## src/rtl/acioe_pkg.sv

```systemverilog
// Shared types and constants for the insertion-order eviction cache.
package acioe_pkg;

	localparam int ENTRIES_DEF    = 16;
	localparam int KEY_BITS_DEF   = 32;
	localparam int VALUE_BITS_DEF = 32;

	localparam int KEY_W   = 32;
	localparam int VALUE_W = 32;
	localparam int SLOT_W  = 4;
	localparam int AGE_W   = 14;

	localparam logic [AGE_W-1:0] AGE_NEW = AGE_W'(9999);
	localparam logic [AGE_W-1:0] AGE_TOP = '1;

	localparam logic CMD_LOOKUP = 1'b0;
	localparam logic CMD_INSERT = 1'b1;

	typedef struct packed {
		logic               command;
		logic [KEY_W-1:0]   key;
		logic [VALUE_W-1:0] payload;
	} in_item_t;

	typedef struct packed {
		logic               hit;
		logic [SLOT_W-1:0]  slot;
		logic               evicted;
		logic [VALUE_W-1:0] found_value;
	} out_item_t;

	typedef struct packed {
		logic             act;
		logic             cmd;
		logic             done;
		logic [AGE_W-1:0] sel_age;
	} scan_ctl_t;

endpackage

```

## src/rtl/acioe_cell.sv

```systemverilog
// One cache entry with its stage of the search chain.
module acioe_cell #(
	parameter int CELL_IDX   = 0,
	parameter int IDX_W      = 4,
	parameter int KEY_BITS   = acioe_pkg::KEY_BITS_DEF,
	parameter int VALUE_BITS = acioe_pkg::VALUE_BITS_DEF
) (
	input  logic                  clk,
	input  logic                  arst_n,
	input  acioe_pkg::scan_ctl_t  in_ctl,
	input  logic [KEY_BITS-1:0]   in_key,
	input  logic [VALUE_BITS-1:0] in_value,
	input  logic [IDX_W-1:0]      in_idx,
	output acioe_pkg::scan_ctl_t  out_ctl,
	output logic [KEY_BITS-1:0]   out_key,
	output logic [VALUE_BITS-1:0] out_value,
	output logic [IDX_W-1:0]      out_idx,
	input  logic                  commit_en,
	input  logic [IDX_W-1:0]      commit_idx,
	input  logic [KEY_BITS-1:0]   commit_key,
	input  logic [VALUE_BITS-1:0] commit_value
);
	import acioe_pkg::*;

	localparam logic [IDX_W-1:0] MY_IDX = IDX_W'(CELL_IDX);

	logic                  valid_q;
	logic [KEY_BITS-1:0]   key_q;
	logic [VALUE_BITS-1:0] value_q;
	logic [AGE_W-1:0]      age_q;

	scan_ctl_t             ctl_nxt;
	logic [VALUE_BITS-1:0] value_nxt;
	logic [IDX_W-1:0]      idx_nxt;
	scan_ctl_t             ctl_q;
	logic [KEY_BITS-1:0]   skey_q;
	logic [VALUE_BITS-1:0] svalue_q;
	logic [IDX_W-1:0]      sidx_q;

	// A lookup keeps the first match; an insert keeps the first empty entry or the oldest one.
	always_comb begin
		ctl_nxt   = in_ctl;
		value_nxt = in_value;
		idx_nxt   = in_idx;
		if (in_ctl.act && !in_ctl.done) begin
			if (in_ctl.cmd == CMD_LOOKUP) begin
				if (valid_q && key_q == in_key) begin
					ctl_nxt.done = 1'b1;
					idx_nxt      = MY_IDX;
					value_nxt    = value_q;
				end
			end else begin
				if (!valid_q) begin
					ctl_nxt.done = 1'b1;
					idx_nxt      = MY_IDX;
				end else if (age_q < in_ctl.sel_age) begin
					ctl_nxt.sel_age = age_q;
					idx_nxt         = MY_IDX;
				end
			end
		end
	end

	always_ff @(posedge clk or negedge arst_n) begin
		if (!arst_n) begin
			ctl_q <= '0;
		end else begin
			ctl_q <= ctl_nxt;
		end
	end

	always_ff @(posedge clk) begin
		skey_q   <= in_key;
		svalue_q <= value_nxt;
		sidx_q   <= idx_nxt;
	end

	always_ff @(posedge clk or negedge arst_n) begin
		if (!arst_n) begin
			valid_q <= 1'b0;
			age_q   <= '0;
		end else if (commit_en) begin
			if (commit_idx == MY_IDX) begin
				valid_q <= 1'b1;
				age_q   <= AGE_NEW;
			end else if (valid_q && age_q != '0) begin
				age_q <= age_q - AGE_W'(1);
			end
		end
	end

	always_ff @(posedge clk) begin
		if (commit_en && commit_idx == MY_IDX) begin
			key_q   <= commit_key;
			value_q <= commit_value;
		end
	end

	assign out_ctl   = ctl_q;
	assign out_key   = skey_q;
	assign out_value = svalue_q;
	assign out_idx   = sidx_q;

endmodule

```

## src/rtl/assoc_cache_insertion_order_evict_core.sv

```systemverilog
// Top level of the fully associative cache with insertion-order eviction.
//
//   channel   signals                      accepted when
//   --------  ---------------------------  ---------------------------
//   request   start, busy, request         start high and busy low
//   result    result_valid, result         every cycle result_valid is high
//
// Each item is searched along the chain one cell a cycle, through a register in every
// cell; the chosen entry is written and the others aged as the result is registered.
// Busy stays high from acceptance until the result is shown; the next item
// may be started in the cycle that the result is shown.
// After reset every entry is empty and all ages are zero.
// The receiver cannot stall, so a result is shown for exactly one cycle.
module assoc_cache_insertion_order_evict_core #(
	parameter int ENTRIES    = acioe_pkg::ENTRIES_DEF,
	parameter int KEY_BITS   = acioe_pkg::KEY_BITS_DEF,
	parameter int VALUE_BITS = acioe_pkg::VALUE_BITS_DEF
) (
	input  logic                 clk,
	input  logic                 arst_n,
	input  logic                 start,
	output logic                 busy,
	input  acioe_pkg::in_item_t  request,
	output logic                 result_valid,
	output acioe_pkg::out_item_t result
);
	import acioe_pkg::*;

	localparam int IDX_W = $clog2(ENTRIES);

	scan_ctl_t             chain_ctl   [ENTRIES+1];
	logic [KEY_BITS-1:0]   chain_key   [ENTRIES+1];
	logic [VALUE_BITS-1:0] chain_value [ENTRIES+1];
	logic [IDX_W-1:0]      chain_idx   [ENTRIES+1];

	logic      busy_q;
	logic      result_valid_q;
	out_item_t result_q;
	scan_ctl_t last_ctl;
	logic      commit_en;
	logic      is_hit;

	always_comb begin
		chain_ctl[0].act     = start && !busy_q;
		chain_ctl[0].cmd     = request.command;
		chain_ctl[0].done    = 1'b0;
		chain_ctl[0].sel_age = AGE_TOP;
	end
	assign chain_key[0]   = KEY_BITS'(request.key);
	assign chain_value[0] = VALUE_BITS'(request.payload);
	assign chain_idx[0]   = '0;

	assign last_ctl  = chain_ctl[ENTRIES];
	assign commit_en = last_ctl.act && last_ctl.cmd == CMD_INSERT;
	assign is_hit    = last_ctl.cmd == CMD_LOOKUP && last_ctl.done;

	for (genvar g = 0; g < ENTRIES; g++) begin : g_cell
		acioe_cell #(
			.CELL_IDX  (g),
			.IDX_W     (IDX_W),
			.KEY_BITS  (KEY_BITS),
			.VALUE_BITS(VALUE_BITS)
		) u_cell (
			.clk         (clk),
			.arst_n      (arst_n),
			.in_ctl      (chain_ctl[g]),
			.in_key      (chain_key[g]),
			.in_value    (chain_value[g]),
			.in_idx      (chain_idx[g]),
			.out_ctl     (chain_ctl[g+1]),
			.out_key     (chain_key[g+1]),
			.out_value   (chain_value[g+1]),
			.out_idx     (chain_idx[g+1]),
			.commit_en   (commit_en),
			.commit_idx  (chain_idx[ENTRIES]),
			.commit_key  (chain_key[ENTRIES]),
			.commit_value(chain_value[ENTRIES])
		);
	end

	always_ff @(posedge clk or negedge arst_n) begin
		if (!arst_n) begin
			busy_q         <= 1'b0;
			result_valid_q <= 1'b0;
		end else begin
			result_valid_q <= last_ctl.act;
			if (last_ctl.act) begin
				busy_q <= 1'b0;
			end else if (start) begin
				busy_q <= 1'b1;
			end
		end
	end

	always_ff @(posedge clk) begin
		if (last_ctl.act) begin
			result_q.hit         <= is_hit;
			result_q.slot        <= (is_hit || commit_en) ? SLOT_W'(chain_idx[ENTRIES]) : '0;
			result_q.evicted     <= commit_en && !last_ctl.done;
			result_q.found_value <= is_hit ? VALUE_W'(chain_value[ENTRIES]) : '0;
		end
	end

	assign busy         = busy_q;
	assign result_valid = result_valid_q;
	assign result       = result_q;

endmodule

```

## config.mk

```make
export PLATFORM = sky130hd
export DESIGN_NAME = assoc_cache_insertion_order_evict_core
export DESIGN_NICKNAME = d
export VERILOG_FILES = /design/src/rtl/acioe_pkg.sv /design/src/rtl/acioe_cell.sv /design/src/rtl/assoc_cache_insertion_order_evict_core.sv
export SDC_FILE = /design/constraint.sdc
export NUM_CORES = 2
export LEC_CHECK = 0
export BUFFER_PORTS_ARGS = -buffer_cell sky130_fd_sc_hd__buf_2
export CAP_MARGIN = 20
export CORE_ASPECT_RATIO = 0.75
export CORE_MARGIN = 1.5
export CORE_UTILIZATION = 67
export CTS_BUF_LIST = sky130_fd_sc_hd__clkbuf_4 sky130_fd_sc_hd__clkbuf_8
export DETAILED_ROUTE_END_ITERATION = 8
export PLACE_DENSITY = 0.82
export SYNTH_ARGS = -nofsm -noshare
export SYNTH_HDL_FRONTEND = slang
export SYNTH_HIERARCHICAL = 1
export SYNTH_SLANG_ARGS = --single-unit
```

## constraint.sdc

```tcl
create_clock -name clk -period 14.3 [get_ports clk]
set_input_delay 2.86 -clock clk [delete_from_list [all_inputs] [get_ports clk]]
set_output_delay 2.86 -clock clk [all_outputs]
set_load 0.1 [all_outputs]
```

=== Word-level counts from Yosys, hierarchy flattened ===
Cells that the tools add are included.

* Flip-flop bits (word level): 2646
* Output and inout bits: 40
* Bits of input ports: 68
* Logic and storage cells: 663

* Order comparisons: 16
* Mux-type cells: 268
* Reductions and logical operators: 151
* Add/subtract/negate cells: 16
* Bitwise gates (word level): 1
* Eq/ne operators: 31

{| class="wikitable"
|+ Operators with widths
! cell !! count
|-
| 32-bit 2-to-1 mux || 48
|-
| 14-bit 2-to-1 mux || 80
|-
| 32-bit == test || 16
|-
| 4-bit 2-to-1 mux || 71
|-
| 15-bit 2-to-1 mux || 16
|-
| 14-bit nonzero test || 16
|-
| 14-bit by 1-bit subtractor with 14-bit output (second input constant) || 16
|-
| 14-bit < comparator || 15
|-
| 1-bit logical AND || 67
|-
| 2-bit AND reduction || 32
|-
| 1-bit 2-to-1 mux || 53
|-
| 2-bit nonzero test || 17
|-
| 4-bit == test (second input constant) || 8
|-
| 1-bit logical NOT || 17
|-
| 4-bit by 3-bit == test with 1-bit output (second input constant) || 4
|-
| 14-bit < comparator (second input constant) || 1
|-
| 4-bit by 2-bit == test with 1-bit output (second input constant) || 2
|-
| 4-bit by 1-bit == test with 1-bit output (second input constant) || 1
|-
| 4-bit logical NOT || 1
|-
| 1-bit logical OR || 1
|-
| 1-bit NOT || 1
|}

=== Logic depth before layout (Yosys ltp) ===
* Depth in word-level cells: 5
* Mapped depth: 8
* Depth with buffers taken out: 7

=== Cells and area by module ===
The synthesis kept the hierarchy.

{| class="wikitable"
|+ Modules (own cells, without submodules)
! module !! sequential area each (um^2) !! times used !! cells an instance !! area each (um^2)
|-
| acioe_cell (g_cell[1].u_cell ...) || 4083.9 || 4 || 382 || 5789.3
|-
| acioe_cell (g_cell[3].u_cell ...) || 4083.9 || 3 || 383 || 6003.3
|-
| acioe_cell (g_cell[11].u_cell ...) || 4083.9 || 3 || 384 || 5830.6
|-
| acioe_cell (g_cell[0].u_cell) || 4083.9 || 1 || 383 || 5888.1
|-
| acioe_cell (g_cell[15].u_cell) || 4083.9 || 1 || 388 || 5841.9
|-
| acioe_cell (g_cell[12].u_cell) || 4083.9 || 1 || 385 || 5829.3
|-
| acioe_cell (g_cell[10].u_cell) || 4083.9 || 1 || 383 || 5824.3
|-
| acioe_cell (g_cell[7].u_cell) || 4083.9 || 1 || 383 || 5821.8
|-
| acioe_cell (g_cell[9].u_cell) || 4083.9 || 1 || 383 || 5790.6
|-
| assoc_cache_insertion_order_evict_core || 1191.1 || 1 || 88 || 1525.2
|}

=== Worst setup path before layout ===
No wires, ideal clock.

* Path kind: in2reg
* From: in start
* To: reg g_cell[0].u_cell.svalue_q[10]
* Setup slack: 9.529 ns
* Data arrival time: 4.650 ns
* Library setup time: 0.121 ns
* Stages on the path: 7
* Cell sequence: nor2b_1 -> nand3b_2 -> nor4_1 -> nand4_1 -> nor4_4 -> buf_6 -> mux2_2

* Word-level cells in the longest chain between the ends: 2

{| class="wikitable"
|+ Ends and longest elaborated chain
! element !! RTL line !! text
|-
| start: declaration || assoc_cache_insertion_order_evict_core.sv:21 || <nowiki>input logic start,</nowiki>
|-
| 1-bit logical AND || assoc_cache_insertion_order_evict_core.sv:44 || <nowiki>chain_ctl[0].act = start && !busy_q;</nowiki>
|-
| 32-bit 2-to-1 mux || acioe_cell.sv:45 || <nowiki>if (in_ctl.act && !in_ctl.done) begin</nowiki>
|-
| named net g_cell[0].u_cell.value_nxt[10] || acioe_cell.sv:33 || <nowiki>logic [VALUE_BITS-1:0] value_nxt;</nowiki>
|-
| end signal: assignment || acioe_cell.sv:74 || <nowiki>svalue_q <= value_nxt;</nowiki>
|-
| end: declaration || acioe_cell.sv:37 || <nowiki>logic [VALUE_BITS-1:0] svalue_q;</nowiki>
|}

The timed path passes the listed nets, and every way through them passes these cells.
A chain may end at the register's enable or synchronous reset.

==> flow_summary_export.csv <==
group,metric,value,unit
status,status,"finished, final reports clean",
sta,max_freq,0.210,GHz
worst_setup_path,path_max_fanout,37,
layout,area_growth,11.3,%
worst_setup_path,path_cells,"buf_2 -> nor2b_1 -> nand3b_2 -> nor4_1 -> nand4_1 -> nor4_4 -> buf_4 -> mux2_2",
global_routing,antenna_found_initial,4,
synthesis,synth.avg_cell_area,15.3,um^2
synthesis,yosysWarnings,6,
sta,relSlewSlack,15.8,%
worst_setup_path,crit_arrival,5.62,ns
clock_network,worstSkewPairLatency,1.05,ns
drt,vias,50700,
global_routing,grt_util_all_layers,27.1,%
global_routing,first_global_vias,52100,
clock_network,cts_buffers,382,
place,gp_congestion,0.873,
worst_setup_path,startpoint_type,"input pin",
floorplan,start_util,67.5,%
sta,fin_skew,0.0774,ns
clock_network,htreeDepth,5,
power,ir_worst_vdd,0.104,mV
sta,period_needed,4.75,ns
drt,via_per_inst,5.73,
place,place_ws,8.56,ns
floorplan,num_rows,119,
layout,final_cells,8850,
floorplan,die-area,144000,um^2
worst_setup_path,reg2reg_depth,7,
layout,drive_gt1_share,23.2,%
clock_network,cts_tree,"built",
drt,ant_nets,0,
clock_network,cts_resized,0,
floorplan,fp.dieW,437,um
floorplan,die_y,328,um
worst_setup_path,crit_type,"input pin to flop",
clock_network,clock_sinks,2650,
worst_setup_path,critPathMaxStageDelay,0.56,ns
worst_setup_path,endpoint_kind,"flop",
drt,wirelength,195,mm
sta,setup_viol_count_final,0,
drt,drc,0,
sta,tns,0,ns
sta,tightest_slew,1.26,ns
worst_setup_path,worstPathRequired,15.17,ns
layout,nNetsFinal,6957,
power,powerDensity,147,nW/um^2
floorplan,num_io_pins,108,
clock_network,path_clk_slew,0.07,ns
sta,fin_crit_sh,33.2,%
layout,n_fill_cell,8147,
power,p_leak,42.2,nW
sta,setup_ws,9.55,ns
worst_setup_path,cpMaxStageDelayCell,"buf_4",
place,dp_cells,8152,
sta,whs,0.345,ns
floorplan,coreArea,140000,um^2
clock_network,cts_root_buf,"clkbuf_8",
drt,dr.pass1.iters,8,
synthesis,netlist_instances,6191,
worst_hold_path,hp-class,"flop to flop",
layout,multi_input_area,26800,um^2
sta,hold_viol,0,
clock_network,cts_setup_buffers,0,
clock_network,clk_path_buf_depth,4,
layout,fin_util,75.1,%
sta,rsz0062_at_grt,"false",
worst_hold_path,holdPathStages,0,
layout,seqCellArea,66200,um^2
global_routing,grt_first_pass_wirelength,299,mm
drt,drtIter0Drc,4092,
place,hpwl,123,mm
global_routing,grt_max_degree,161,
synthesis,syn_area,94600,um^2
clock_network,postCtsHoldBufs,0,
sta,slew_violations,0,
run,maxCapViolCount,0,
place,io_buffers,107,
drt,wl_per_cell,22.0,um
global_routing,overflow,0,
[registers in the layout, indices dropped and copies added, names as in the netlist, 38 cells and up]
name / count
g_cell.u_cell/age_q: 224
g_cell.u_cell/out_idx: 64
g_cell.u_cell/out_key: 512
result: 38
g_cell.u_cell/value_q: 512
g_cell.u_cell/key_q: 512
g_cell.u_cell/out_ctl: 258
g_cell.u_cell/out_value: 512
[report_power, final]
part | internal, mW | total, mW | switching [mW] | leakage, nW
registers | 8.16 | 8.44 | 0.283 | 25.1
clock network | 3.38 | 6.15 | 2.76 | 4.24
logic | 0.385 | 0.854 | 0.469 | 12.9
[cell type report]
type                       count  area share [%]
antenna                        4         0.00950
sequential                  2650            62.8
clock inverter               118           0.819
multi-input combinational   3197            25.5
timing repair buffer         163           0.970
tap                         1875            2.23
inverter                     271           0.984
clock buffer                 572            6.71
[per-layer routing]
metal	global-route usage [%]	wire, um
met5	0	0
met4	8.07	3830
met3	4.39	10700
met2	43.1	91600
met1	39.1	88500
[placed cells by master (no fill, tap or decap), types with 106 or more instances in the layout]
master / instances
a21oi_1: 146
buf_2: 106
clkbuf_8: 444
inv_1: 255
dfxtp_1: 1088
clkbuf_4: 128
nand2_1: 145
ha_1: 224
edfxtp_1: 1062
mux2_2: 607
nor4_1: 118
xor2_1: 407
nand4_1: 121
dfrtp_1: 499
nor2_1: 161
xnor2_1: 196
[final timing paths]
kind	from	to	slack, ns
max reg2reg	g_cell[15].u_cell/out_ctl[15]	g_cell[15].u_cell/age_q[13]	10.56
min	g_cell[9].u_cell/out_key[23]	g_cell[10].u_cell/out_key[23]	0.34
max in group asynchronous	arst_n	g_cell[2].u_cell/out_ctl[7]	9.97
min reg2reg	g_cell[9].u_cell/out_key[23]	g_cell[10].u_cell/out_key[23]	0.34
max	start	g_cell[0].u_cell/out_value[22]	9.55
min in group asynchronous	arst_n	g_cell[11].u_cell/age_q[5]	1.93
[critical path: cells and delay by family]
| family | cells | cell delay (ns) |
|---|---|---|
| buf+inv | 2 | 0.65 |
| simple gates | 5 | 1.55 |
| mux | 1 | 0.44 |
[stage by stage]
step	cell area, um^2	power [mW]
after detailed placement	97300	9.43
after CTS	105000	15.5
after global placement	97300	9.38
after floorplan	94800	9.11
final	105000	15.4
after global routing	105000	16.0
(Power assumes the default switching activity.)
